$ cat src/rtl/yjk_pkg.sv
// Package for the YJK/YAE pixel decoder: shared types and constants.
// No dependencies. Used by yjk_pixel_conv and the core top level.
`timescale 1ns / 1ps
`default_nettype none

package yjk_pkg;

    // Signed 6-bit chroma value (J or K)
    typedef logic signed [5:0] chroma_t;

    // One decoded pixel: palette flag and colour / palette index
    typedef struct packed {
        logic        is_palette;
        logic [14:0] value;
    } pix_res_t;

    localparam int unsigned PIX_PER_GROUP = 4;
    // Bit of a VRAM byte that marks a palette pixel in YAE mode
    localparam int unsigned YAE_MARK_BIT  = 3;
    localparam logic [4:0]  CLAMP_MAX     = 5'd31;

endpackage

`default_nettype wire

$ cat src/rtl/yjk_pixel_conv.sv
// Per-pixel converter: Y plus shared J/K to RGB555, or YAE palette index.
// Pure combinational logic. Depends on yjk_pkg.
`timescale 1ns / 1ps
`default_nettype none

module yjk_pixel_conv (
    input  wire logic [7:0]       pix_byte,
    input  wire yjk_pkg::chroma_t j_val,
    input  wire yjk_pkg::chroma_t k_val,
    input  wire logic             yae_enable,
    output yjk_pkg::pix_res_t     pix_res
);

    logic [4:0]        y;
    logic signed [7:0] r_sum;
    logic signed [7:0] g_sum;
    logic signed [9:0] b_num;
    logic [4:0]        r_val;
    logic [4:0]        g_val;
    logic [4:0]        b_val;

    assign y = pix_byte[7:3];

    assign r_sum = $signed({3'b000, y}) + $signed({{2{j_val[5]}}, j_val});
    assign g_sum = $signed({3'b000, y}) + $signed({{2{k_val[5]}}, k_val});

    // 5Y - 2J - K + 2, range -91..253
    assign b_num = $signed({3'b000, y, 2'b00}) + $signed({5'b00000, y})
                 - $signed({{3{j_val[5]}}, j_val, 1'b0})
                 - $signed({{4{k_val[5]}}, k_val})
                 + 10'sd2;

    always_comb begin
        if (r_sum[7]) begin
            r_val = 5'd0;
        end else if (r_sum[6:5] != 2'b00) begin
            r_val = yjk_pkg::CLAMP_MAX;
        end else begin
            r_val = r_sum[4:0];
        end

        if (g_sum[7]) begin
            g_val = 5'd0;
        end else if (g_sum[6:5] != 2'b00) begin
            g_val = yjk_pkg::CLAMP_MAX;
        end else begin
            g_val = g_sum[4:0];
        end

        // Divide by four as a shift; a negative numerator clamps to zero
        if (b_num[9]) begin
            b_val = 5'd0;
        end else if (b_num[8:7] != 2'b00) begin
            b_val = yjk_pkg::CLAMP_MAX;
        end else begin
            b_val = b_num[6:2];
        end

        if (yae_enable && pix_byte[yjk_pkg::YAE_MARK_BIT]) begin
            pix_res.is_palette = 1'b1;
            pix_res.value      = {11'd0, pix_byte[7:4]};
        end else begin
            pix_res.is_palette = 1'b0;
            pix_res.value      = {r_val, g_val, b_val};
        end
    end

endmodule

`default_nettype wire

$ cat src/rtl/yjk_yae_pixel_decoder_core.sv
// YJK/YAE pixel decoder core: four VRAM bytes in, four RGB555 / palette pixels out.
// An accepted item passes the input register, then the result register, on its way to m_valid.
// Throughput: one four-pixel group per cycle while m_ready stays high; set by the single conversion stage.
// Reset (aresetn, synchronous, active low) empties both stages and clears yae_enable.
// Depends on yjk_pkg and yjk_pixel_conv.
`timescale 1ns / 1ps
`default_nettype none

module yjk_yae_pixel_decoder_core (
    input  wire logic        aclk,
    input  wire logic        aresetn,

    // Configuration: YAE mode enable
    input  wire logic        cfg_wr_en,
    input  wire logic        cfg_wr_data,

    // Input channel: one four-pixel group per item
    input  wire logic        s_valid,
    output logic             s_ready,
    input  wire logic [7:0]  s_byte0,
    input  wire logic [7:0]  s_byte1,
    input  wire logic [7:0]  s_byte2,
    input  wire logic [7:0]  s_byte3,

    // Result channel: four decoded pixels per item
    output logic             m_valid,
    input  wire logic        m_ready,
    output logic             m_pix0_is_palette,
    output logic [14:0]      m_pix0_value,
    output logic             m_pix1_is_palette,
    output logic [14:0]      m_pix1_value,
    output logic             m_pix2_is_palette,
    output logic [14:0]      m_pix2_value,
    output logic             m_pix3_is_palette,
    output logic [14:0]      m_pix3_value
);

    localparam int unsigned NPIX = yjk_pkg::PIX_PER_GROUP;

    // Configuration register
    logic yae_enable_reg;

    // Input stage
    logic       in_valid_reg;
    logic [7:0] in_byte_reg [NPIX];

    // Result stage
    logic              out_valid_reg;
    yjk_pkg::pix_res_t out_pix_reg [NPIX];

    // Conversion results
    yjk_pkg::pix_res_t pix_next [NPIX];
    yjk_pkg::chroma_t  k_val;
    yjk_pkg::chroma_t  j_val;

    logic in_advance;
    logic s_accept;

    // The result register frees up when empty or when its item is taken;
    // the input register frees up when empty or when it moves forward.
    assign in_advance = in_valid_reg && (!out_valid_reg || m_ready);
    assign s_ready    = !in_valid_reg || !out_valid_reg || m_ready;
    assign s_accept   = s_valid && s_ready;

    always_ff @(posedge aclk) begin
        if (!aresetn) begin
            yae_enable_reg <= 1'b0;
        end else if (cfg_wr_en) begin
            yae_enable_reg <= cfg_wr_data;
        end
    end

    // Input register: advance on accept, drop when moved out with nothing new
    always_ff @(posedge aclk) begin
        if (!aresetn) begin
            in_valid_reg <= 1'b0;
        end else if (s_ready) begin
            in_valid_reg <= s_valid;
        end
    end

    always_ff @(posedge aclk) begin
        if (s_accept) begin
            in_byte_reg[0] <= s_byte0;
            in_byte_reg[1] <= s_byte1;
            in_byte_reg[2] <= s_byte2;
            in_byte_reg[3] <= s_byte3;
        end
    end

    // Chroma: low three bits of the first byte, two bits plus sign of the second
    assign k_val = $signed({in_byte_reg[1][2:0], in_byte_reg[0][2:0]});
    assign j_val = $signed({in_byte_reg[3][2:0], in_byte_reg[2][2:0]});

    for (genvar gi = 0; gi < NPIX; gi++) begin : g_pix
        yjk_pixel_conv u_conv (
            .pix_byte   (in_byte_reg[gi]),
            .j_val      (j_val),
            .k_val      (k_val),
            .yae_enable (yae_enable_reg),
            .pix_res    (pix_next[gi])
        );
    end

    // Result register: hold while stalled, load when the input stage advances
    always_ff @(posedge aclk) begin
        if (!aresetn) begin
            out_valid_reg <= 1'b0;
        end else if (!out_valid_reg || m_ready) begin
            out_valid_reg <= in_valid_reg;
        end
    end

    always_ff @(posedge aclk) begin
        if (in_advance) begin
            for (int i = 0; i < NPIX; i++) begin
                out_pix_reg[i] <= pix_next[i];
            end
        end
    end

    assign m_valid           = out_valid_reg;
    assign m_pix0_is_palette = out_pix_reg[0].is_palette;
    assign m_pix0_value      = out_pix_reg[0].value;
    assign m_pix1_is_palette = out_pix_reg[1].is_palette;
    assign m_pix1_value      = out_pix_reg[1].value;
    assign m_pix2_is_palette = out_pix_reg[2].is_palette;
    assign m_pix2_value      = out_pix_reg[2].value;
    assign m_pix3_is_palette = out_pix_reg[3].is_palette;
    assign m_pix3_value      = out_pix_reg[3].value;

    // An empty input stage always takes a new item
    a_ready_when_empty: assert property (@(posedge aclk) disable iff (!aresetn)
        !in_valid_reg |-> s_ready)
        else $error("s_ready low with empty input stage");

    // A new result only appears after the input stage held an item
    a_result_from_input: assert property (@(posedge aclk) disable iff (!aresetn)
        $rose(out_valid_reg) |-> $past(in_valid_reg))
        else $error("result appeared without an input item");

    // Palette pixels only come out in YAE mode and carry a 4-bit index
    a_palette_pix0: assert property (@(posedge aclk) disable iff (!aresetn)
        (out_valid_reg && out_pix_reg[0].is_palette)
            |-> (yae_enable_reg && out_pix_reg[0].value[14:4] == 11'd0))
        else $error("bad palette result on pixel 0");

    a_palette_pix3: assert property (@(posedge aclk) disable iff (!aresetn)
        (out_valid_reg && out_pix_reg[3].is_palette)
            |-> (yae_enable_reg && out_pix_reg[3].value[14:4] == 11'd0))
        else $error("bad palette result on pixel 3");

endmodule

`default_nettype wire

$ cat config.mk
export PLATFORM = sky130hd
export DESIGN_NAME = yjk_yae_pixel_decoder_core
export DESIGN_NICKNAME = d
export VERILOG_FILES = /design/src/rtl/yjk_pkg.sv /design/src/rtl/yjk_pixel_conv.sv /design/src/rtl/yjk_yae_pixel_decoder_core.sv
export SDC_FILE = /design/constraint.sdc
export NUM_CORES = 1
export LEC_CHECK = 0
export BUFFER_PORTS_ARGS = -buffer_cell sky130_fd_sc_hd__buf_2
export CORE_MARGIN = 2
export CORE_UTILIZATION = 32
export DETAILED_ROUTE_END_ITERATION = 10
export PLACE_DENSITY = 0.52
export SYNTH_ARGS = -nofsm -noshare
export SYNTH_HDL_FRONTEND = slang
export SYNTH_SLANG_ARGS = --single-unit
$ cat constraint.sdc
create_clock -name aclk -period 5.2 [get_ports aclk]
set_clock_uncertainty 0.05 [all_clocks]
set_input_delay 1.04 -clock aclk [delete_from_list [all_inputs] [get_ports aclk]]
set_output_delay 1.04 -clock aclk [all_outputs]
set_load 0.05 [all_outputs]
## After elaboration in Yosys (flattened, before gate mapping)

Memory sizes are Yosys's and may differ from the RTL's.
Cells that the tools add are included.

- Register bits after elaboration: 3
- Word-level logic and storage cells: 84
- Output and inout port bits: 66
- Memories kept: 2
- Bits in writable memories: 96
- Bits of input ports: 38

- Reductions and logical operators: 23
- Mux-type cells: 32
- Add/subtract/negate cells: 24

Memories:

| name | depth | bits a word | rd ports | clocked after Yosys merged registers in | wr ports | line | source |
|---|---|---|---|---|---|---|---|
| out_pix_reg | 4 | 16 | 4 | 0 | 4 | yjk_yae_pixel_decoder_core.sv:49 | `yjk_pkg::pix_res_t out_pix_reg [NPIX];` |
| in_byte_reg | 4 | 8 | 4 | 0 | 4 | yjk_yae_pixel_decoder_core.sv:45 | `logic [7:0] in_byte_reg [NPIX];` |

Operators with widths:

| cell | number |
|---|---|
| $mux W5 | 24 |
| $mux W16 | 4 |
| $add A6 B6 Y7 | 8 |
| $add A10 B3 Y10 const B | 4 |
| $sub A10 B6 Y10 | 4 |
| $sub A9 B7 Y10 | 4 |
| $add A7 B5 Y8 | 4 |
| $reduce_bool A2 Y1 | 12 |
| $logic_and A1 B1 Y1 | 6 |
| $mux W1 | 4 |
| $logic_or A1 B1 Y1 | 3 |
| $logic_not A1 Y1 | 2 |

## Logic depth before layout (Yosys ltp)

Gate-level depths: netlist (run 1).
An unclocked memory read counts as a cell.

- Depth in word-level cells: 9
- Depth in mapped cells: 15
- Mapped depth without buffers: 15

## Modules after synthesis

From an unflattened synthesis (run 1), not the netlist that was laid out.

- Cell total of the unflattened synthesis: 793
- Area, all modules: 8,217.9 µm²

Modules (own cells, without submodules):

| module | seq. area each (µm²) | area an instance (µm²) | instances | cells an instance |
|---|---|---|---|---|
| yjk_yae_pixel_decoder_core | 2,942.8 | 3,022.9 | 1 | 108 |
| yjk_pixel_conv (g_pix[1].u_conv ...) | 0.0 | 1,280.0 | 2 | 168 |
| yjk_pixel_conv (g_pix[0].u_conv) | 0.0 | 1,341.3 | 1 | 179 |
| yjk_pixel_conv (g_pix[3].u_conv) | 0.0 | 1,293.7 | 1 | 170 |

## Least setup slack after synthesis (run 1)

OpenSTA, ideal clock, no wires.

- Path kind: in2reg
- Start: input m_ready
- End: memory out_pix_reg[0][0] (netlist name) (enable)
- Path slack: 0.691 ns
- Buffers on the path: 0
- Stages: 2
- Arrival time: 3.966 ns
- Setup time: 0.494 ns
- Required time: 4.656 ns
- Cells stage by stage: nor2b_1 nor2b_1

RTL lines:

| element | line | source |
|---|---|---|
| start, declared | yjk_yae_pixel_decoder_core.sv:27 | `input wire logic m_ready,` |
| end, declared | yjk_yae_pixel_decoder_core.sv:49 |  |

==> results.py, run 1 <==
metrics = {
    "synthesis": {
        "syn_nets": 941,
        "syn_area_per_cell_um2": 10.6,
        "ys.flop_type": "edfxtp_1",
        "ys_seq_area_share_pct": 36.8,
        "yosysWarnings": 0,
        "ys_ff_latch": 99,
        "synth_area_mm2": 0.00800,
        "synthArstFlopShare_pct": 0,
        "synth-edff-count": 96,
        "netlist_instances": 754,
        "synth_cell_type_count": 58,
    },
    "drt": {
        "drt_iter0_drc": 339,
        "ant_nets": 0,
        "vias": 5865,
        "post_drt_wl_per_cell_um": 16.8,
        "wl_mm": 20.1,
        "vias_per_cell": 4.90,
        "drc_errors": 0,
        "firstDrtPassIters": 4,
    },
    "floorplanning": {
        "die_h_um": 162,
        "num_rows": 57,
        "die-area_mm2": 0.0263,
        "dieWidth_um": 162,
        "start_util_pct": 32.7,
        "core_area_mm2": 0.0245,
        "io_pins": 104,
    },
    "setup_path": {
        "startpoint_type": "register",
        "worstReg2RegStart": "in_byte_reg[3][5]",
        "setup.worst_path.class": "reg -> reg",
        "critPathMaxFanout": 6,
        "critPathRequiredTime_ps": 5240,
        "cp-end-kind": "register",
        "arrival_ps": 4330,
        "crit_path_start": "in_byte_reg[3][5]",
    },
    "hold_path": {
        "hold_path_class": "reg -> reg",
        "worstHoldStart": "in_valid_reg",
    },
    "clock_network": {
        "cts_buffers": 9,
        "clk_latency_ps": 360,
        "path_clk_slew_ps": 70,
        "postCtsSetupRepairBufs": 0,
        "tritoncts": "built",
        "cts-resized-gates": 0,
        "clock-root-buffer": "clkbuf_16",
        "h-tree-depth": 3,
        "numClockSinks": 99,
        "cts_max_path_buffers": 2,
        "hold_buffers": 0,
    },
    "global_route": {
        "grt_overflow_total": 0,
        "grt_pass1_wl_mm": 31.4,
        "grt_max_degree": 44,
        "grt_pass1_vias": 5886,
        "antenna_found_initial": 0,
        "track_usage_pct": 15.6,
    },
    "placed_design": {
        "portBuffers": 103,
        "gp_congestion": 0.840,
        "dp_hpwl_mm": 15.2,
    },
    "timing": {
        "slew_headroom_pct": 47.0,
        "period_needed_ps": 4290,
        "maxSlewViolCount": 0,
        "final.period_utilization_pct": 82.5,
        "tightestPinTransition_ps": 795,
        "finalSetupViolations": 0,
        "hold_slack_ps": 476,
        "finalHoldViolCount": 0,
        "setup_tns_ps": 0,
        "grt_setup_unrepaired": "no",
        "fmax_mhz": 233,
    },
    "final_layout": {
        "drive_above_1_share_pct": 14.7,
        "fin_nets": 1055,
        "syn2layout_area_growth_pct": 15.2,
        "diodes": 0,
        "layout_commonest_cell": "ha_1",
        "largest_register_ffs": 64,
        "fillers": 2446,
        "most-common-layout-cells": "105 x ha_1, 103 x buf_2, 102 x inv_1",
    },
    "run_status": {
        "outcome": "finished clean",
    },
    "job": {
        "cap_violations": 0,
    },
    "power_and_ir_drop": {
        "powerDensity_mw_per_mm2": 353,
        "leakagePower_uw": 0.00401,
        "ir_drop_mv": 0.121,
    },
}
## synth_stat cells (5+ instances only)
cell type / count / area, um^2
a21o_1: 12 / 90.1
a21oi_1: 92 / 460
a22oi_1: 6 / 45.0
a32oi_1: 6 / 52.6
and3_1: 6 / 37.5
edfxtp_1: 96 / 2880
fa_1: 44 / 881
ha_1: 105 / 1310
inv_1: 102 / 383
nand2_1: 49 / 184
nand2b_1: 8 / 50.1
nand3_1: 12 / 60.1
nand4_1: 5 / 31.3
nor2_1: 22 / 82.6
nor2b_1: 22 / 138
o211ai_1: 17 / 128
o21ai_0: 18 / 90.1
o21ai_1: 11 / 55.1
o31ai_1: 9 / 67.6
xnor2_1: 26 / 228
xor2_1: 17 / 149
## worst max-delay path: stages, from the launching register on
cell and delay, ps:
edfxtp_1 490, ha_1 220, inv_1 60, fa_1 410
nor2b_1 120, o21ai_0 100, xor2_1 180, fa_1 490
inv_1 40, ha_1 280, ha_1 390, and3_1 210
a22oi_4 240, o22ai_2 150, a2111oi_0 470, o22ai_1 120
## per-layer routing
| layer | global-route usage (%) | share of wire, % | vias to the layer above |
|---|---|---|---|
| li1 | - | - | 2955 |
| met1 | 21.0 | 45 | 2762 |
| met2 | 25.9 | 47 | 131 |
| met3 | 3.14 | 6.6 | 17 |
| met4 | 3.98 | 1.4 | 0 |
| met5 | 0 | 0 | - |
## final timing paths
kind,endpoint,slack [ps],depth (start not counted)
setup reg to reg,out_pix_reg[3][2],910,15
hold / removal,m_valid,480,1
hold reg to reg,m_valid,480,1
setup / recovery,out_pix_reg[3][2],910,15
## report_power, final
part / internal (uW) / switching, uW
clock: 369 / 304
combinational: 604 / 937
sequential: 986 / 56.2
## metrics by stage
stage	cell area (um^2)	setup slack, ps	util [%]	std cells	total power, uW
CTS	9220	920	37.7	1197	3290
floorplan	8000	691	-	754	2260
detailed placement	8930	952	36.5	1181	2600
finish	9220	908	37.7	1197	3260
global route	9220	584	37.7	1197	3500
global placement	8930	1070	36.5	1181	2610
## logic make-up after synthesis
family / count (synthesis) / share of synthesized area (%)
mux: 3 / 0.391
compound gates: 210 / 16.5
fa+ha+maj: 149 / 27.4
buf+inv: 107 / 5.02
simple gates: 143 / 9.12
flops: 99 / 36.8
xor+xnor: 43 / 4.71
## final cells by class
class	instances	area, um^2	area share (%)
clock inverter	6	56.3	0.611
clock buffer	10	229	2.48
timing repair buffer	104	523	5.67
inverter	106	398	4.32
tap	324	405	4.40
sequential	99	2940	31.9
multi-input combinational	548	4660	50.6
Power figures use the tool's default switching activity.
==> run 2, diff against run 1 <==
--- a/config.mk
+++ b/config.mk
@@ -9,7 +9,7 @@
 export CORE_MARGIN = 2
 export CORE_UTILIZATION = 32
 export DETAILED_ROUTE_END_ITERATION = 10
-export PLACE_DENSITY = 0.52
+export PLACE_DENSITY = 0.54
 export SYNTH_ARGS = -nofsm -noshare
 export SYNTH_HDL_FRONTEND = slang
 export SYNTH_SLANG_ARGS = --single-unit
==> constraint.sdc (replaced) <==
create_clock -name aclk -period 3.68 [get_ports aclk]
set_clock_uncertainty 0.05 [all_clocks]
set_input_delay 0.736 -clock aclk [delete_from_list [all_inputs] [get_ports aclk]]
set_output_delay 0.736 -clock aclk [all_outputs]
set_load 0.05 [all_outputs]
==> results.py, run 2 (same netlist as run 1, synthesis figures left out) <==
metrics = {
    "timing": {
        "slew_headroom_pct": 41.9,
        "final.period_utilization_pct": 99.6,
        "tightestPinTransition_ps": 872,
        "fmax_mhz": 273,
        "grt_setup_unrepaired": "yes",
        "period_needed_ps": 3670,
        "finalSetupViolations": 0,
        "finalHoldViolCount": 0,
        "hold_slack_ps": 479,
        "maxSlewViolCount": 0,
        "setup_tns_ps": 0,
    },
    "clock_network": {
        "clk_latency_ps": 360,
        "clock-root-buffer": "clkbuf_16",
        "h-tree-depth": 3,
        "tritoncts": "built",
        "cts_buffers": 9,
        "path_clk_slew_ps": 70,
        "numClockSinks": 99,
        "cts_max_path_buffers": 2,
    },
    "placed_design": {
        "gp_congestion": 0.829,
        "dp_cells": 1267,
        "dp_hpwl_mm": 16.2,
        "portBuffers": 103,
    },
    "final_layout": {
        "utilization_pct": 43.4,
        "most-common-layout-cells": "103 x buf_2, 96 x edfxtp_1, 93 x inv_1",
        "layout_commonest_cell": "buf_2",
        "drive_above_1_share_pct": 32.4,
        "largest_register_ffs": 64,
        "final_cells": 1291,
        "fin_nets": 1151,
        "syn2layout_area_growth_pct": 32.7,
        "diodes": 0,
    },
    "setup_path": {
        "setup.worst_path.class": "reg -> reg",
        "crit_chain": "ha_1, a21o_1, a21o_1, xor2_1, fa_1, ha_4, ha_4, a211oi_2, nor2_1, o311a_1, a211oi_2, a41oi_2",
        "cp-end-kind": "register",
        "worst_path_max_delay_cell": "fa_1",
        "critPathRequiredTime_ps": 3730,
        "startpoint_type": "register",
        "critPathMaxFanout": 4,
        "arrival_ps": 3710,
        "max_stage_delay_ps": 500,
    },
    "drt": {
        "drt_iter0_drc": 265,
        "ant_nets": 0,
        "post_drt_wl_per_cell_um": 16.7,
        "drc_errors": 0,
        "firstDrtPassIters": 4,
        "wl_mm": 21.6,
        "vias": 6301,
        "vias_per_cell": 4.88,
    },
    "power_and_ir_drop": {
        "switching_share_pct": 38.4,
        "p_sw_uw": 2150,
        "powerDensity_mw_per_mm2": 527,
        "p_int_uw": 3450,
        "ir_drop_mv": 0.290,
        "seq_power_share_pct": 25.7,
        "clkPwrFrac_pct": 17.7,
        "leakagePower_uw": 0.00451,
        "p_comb_share_pct": 56.7,
    },
    "floorplanning": {
        "die-area_mm2": 0.0263,
        "start_util_pct": 32.7,
        "dieWidth_um": 162,
        "die_h_um": 162,
        "core_area_mm2": 0.0245,
        "io_pins": 104,
        "num_rows": 57,
    },
    "global_route": {
        "grt_max_degree": 65,
        "grt_pass1_wl_mm": 32.7,
        "antenna_found_initial": 1,
        "track_usage_pct": 16.4,
        "grt_pass1_vias": 6093,
        "grt_overflow_total": 0,
    },
    "job": {
        "cap_violations": 0,
    },
    "run_status": {
        "outcome": "finished clean",
    },
    "hold_path": {
        "hold_path_class": "reg -> reg",
    },
}
[run 2: layer usage]
layer	vias to the layer above	GRT usage [%]	share of wire [%]
li1	3145	-	-
met1	3010	22.3	46
met2	130	27.5	49
met3	14	2.83	4.0
met4	2	3.62	0.89
met5	-	0	0.060
[run 2: worst max-delay path: cells and delay by family, from the launching register on]
family / cells / cell delay (ps)
adder cells (fa/ha/maj): 4 / 1280
XOR/XNOR: 1 / 210
AO/OA/AOI/OAI: 6 / 1290
AND/OR/NAND/NOR: 1 / 90
flip-flops: 1 / 470
[run 2: final timing paths]
kind / startpoint / endpoint / slack (ps) / depth (start not counted)
setup / recovery: in_byte_reg[2][6] / out_pix_reg[2][3] / 10 / 12
hold / removal: in_valid_reg / m_valid / 480 / 1
setup reg to reg: in_byte_reg[2][6] / out_pix_reg[2][3] / 10 / 12
hold reg to reg: in_valid_reg / m_valid / 480 / 1
[run 2: area by class of cell]
cell class | count | area, um^2
Inverter | 106 | 398
Tap cell | 324 | 405
Sequential cell | 99 | 2940
Multi-Input combinational cell | 548 | 5300
Timing Repair Buffer | 200 | 1270
Clock buffer | 10 | 229
Clock inverter | 4 | 67.6
Fill cell | 2353 | 13800
[run 2: power groups by stage]
stage / clock (uW) / combinational [uW] / sequential, uW
after floorplan: 0 / 1560 / 1720
after global routing: 1050 / 3480 / 1450
final: 989 / 3170 / 1440
after detailed placement: 0 / 2600 / 1460
after CTS: 1020 / 2780 / 1440
after global placement: 0 / 2590 / 1460
[run 2: repair_timing]
| item | CTS | global route |
|---|---|---|
| pin swaps | 18 | 37 |
| resized for setup | 31 | 73 |
| hold buffers | 0 | 0 |
| setup endpoints to repair | 19 | 20 |
| setup buffers | 5 | 5 |
[run 2: stage by stage]
| stage | total power (uW) | cell area, um^2 | worst slack, ps |
|---|---|---|---|
| 6_report | 5600 | 10600 | 14.0 |
| 5_1_grt | 5980 | 10600 | -109 |
| 4_1_cts | 5240 | 10200 | -20.2 |
| 3_5_place_dp | 4060 | 9680 | -120 |
| 3_3_place_gp | 4050 | 9680 | -62.8 |
| 2_1_floorplan | 3280 | 8090 | 1.14 |
==> run 3, diff against run 2 <==
--- a/config.mk
+++ b/config.mk
@@ -6,10 +6,10 @@
 export NUM_CORES = 1
 export LEC_CHECK = 0
 export BUFFER_PORTS_ARGS = -buffer_cell sky130_fd_sc_hd__buf_2
-export CORE_MARGIN = 2
-export CORE_UTILIZATION = 32
+export CORE_ASPECT_RATIO = 1.4
+export CORE_UTILIZATION = 50
 export DETAILED_ROUTE_END_ITERATION = 10
-export PLACE_DENSITY = 0.54
+export PLACE_DENSITY = 0.76
 export SYNTH_ARGS = -nofsm -noshare
 export SYNTH_HDL_FRONTEND = slang
 export SYNTH_SLANG_ARGS = --single-unit
==> results.py, run 3 (same netlist as run 1, synthesis figures left out) <==
metrics = {
    "floorplanning": {
        "die-area_mm2": 0.0165,
        "start_util_pct": 51.3,
        "core_area_mm2": 0.0156,
        "dieWidth_um": 109,
        "io_pins": 104,
        "num_rows": 54,
        "die_h_um": 152,
    },
    "setup_path": {
        "critPathRequiredTime_ps": 3740,
        "r2r_slack_ps": -60,
        "setup.worst_path.class": "reg -> reg",
        "cp-end-kind": "register",
        "crit_path_start": "in_byte_reg[3][3]",
        "arrival_ps": 3790,
        "worstReg2RegStart": "in_byte_reg[3][3]",
        "critPathMaxFanout": 4,
        "startpoint_type": "register",
    },
    "final_layout": {
        "fin_nets": 1136,
        "diodes": 0,
        "final_cells": 1150,
        "syn2layout_area_growth_pct": 30.1,
        "utilization_pct": 66.7,
        "fillers": 1115,
        "drive_above_1_share_pct": 31.8,
        "most-common-layout-cells": "103 x buf_2, 96 x edfxtp_1, 93 x inv_1",
        "layout_commonest_cell": "buf_2",
        "largest_register_ffs": 64,
    },
    "clock_network": {
        "path_clk_slew_ps": 70,
        "tritoncts": "built",
        "clk_latency_ps": 370,
        "clock-root-buffer": "clkbuf_16",
        "h-tree-depth": 3,
        "cts_buffers": 9,
        "cts_max_path_buffers": 2,
        "hold_buffers": 0,
        "numClockSinks": 99,
    },
    "hold_path": {
        "worstHoldStart": "s_byte2[7]",
        "hold_path_class": "in -> reg",
    },
    "placed_design": {
        "dp_hpwl_mm": 15.2,
        "gp_congestion": 0.866,
        "portBuffers": 103,
        "dp_cells": 1122,
    },
    "drt": {
        "drt_iter0_drc": 436,
        "vias": 6576,
        "post_drt_wl_per_cell_um": 18.1,
        "ant_nets": 0,
        "firstDrtPassIters": 5,
        "drc_errors": 0,
        "vias_per_cell": 5.72,
        "wl_mm": 20.8,
    },
    "timing": {
        "grt_setup_unrepaired": "yes",
        "finalHoldViolCount": 0,
        "slew_headroom_pct": 48.7,
        "setup_tns_ps": -106,
        "layout_setup_ws_ps": -55.7,
        "period_needed_ps": 3740,
        "fmax_mhz": 268,
        "final.period_utilization_pct": 102,
        "finalSetupViolations": 3,
        "maxSlewViolCount": 0,
        "tightestPinTransition_ps": 768,
    },
    "global_route": {
        "grt_overflow_total": 0,
        "track_usage_pct": 25.3,
        "grt_pass1_wl_mm": 30.9,
        "grt_max_degree": 44,
        "antenna_found_initial": 0,
        "grt_pass1_vias": 6296,
    },
    "power_and_ir_drop": {
        "power_uw": 5620,
        "ir_drop_mv": 0.296,
        "powerDensity_mw_per_mm2": 540,
        "leakagePower_uw": 0.00446,
    },
    "run_status": {
        "failed_checks": "negative setup slack",
        "outcome": "finished with violations",
    },
    "job": {
        "cap_violations": 0,
    },
}
run 3: worst max-delay path, stage by stage (launching register included):
cell and delay [ps]:
edfxtp_1 370, ha_2 200, inv_2 50, fa_2 400, nor2b_1 130, o21ai_1 90
xor2_1 170, fa_1 510, inv_2 50, ha_4 260, ha_4 200, o21a_1 100
o31a_1 160, a31o_4 300, a2111oi_4 320, o22ai_1 120
run 3: stage by stage:
stage	setup WS [ps]	hold slack (ps)	cell area, um^2
final	-55.7	490	10400
after global routing	-182	492	10400
after CTS	-32.0	483	9890
after detailed placement	-211	505	9390
after global placement	-87.8	472	9390
after floorplan	1.14	426	8090
run 3: report_power, final:
group	leakage (uW)	internal (uW)	total (uW)	switching (uW)
Combinational	0.00336	1410	3110	1700
Sequential	0.000940	1390	1440	44.8
Clock	0.000162	635	1070	431
Total	0.00446	3440	5610	2180
run 3: cell type report:
cell class / instances / area [um^2] / area share [%]
inverter: 106 / 402 / 3.86
clock buffer: 11 / 253 / 2.43
clock inverter: 5 / 85.1 / 0.818
timing repair buffer: 185 / 1160 / 11.1
multi-input combinational: 548 / 5320 / 51.1
tap: 196 / 245 / 2.36
sequential: 99 / 2940 / 28.3
run 3: path summary, 6_finish.rpt:
check | end | cells past startpoint
max | out_pix_reg[3][2] | 15
min | in_byte_reg[2][7] | 1
max reg2reg | out_pix_reg[3][2] | 15
min reg2reg | m_valid | 1
run 3: routing by layer:
| metal | vias up | part of all wire [%] | global-route usage (%) |
|---|---|---|---|
| met2 | 256 | 52 | 44.5 |
| met4 | 0 | 4.6 | 14.1 |
| met5 | - | 0 | 0 |
| met1 | 3134 | 38 | 29.2 |
| met3 | 69 | 5.7 | 3.42 |
| li1 | 3117 | - | - |
run 3: repair_timing:
item / in CTS / in global routing
hold endpoints to repair: 0 / 0
pin swaps: 16 / 49
setup buffers: 2 / 10
resized for setup: 25 / 75
endpoints found under the setup margin: 19 / 20
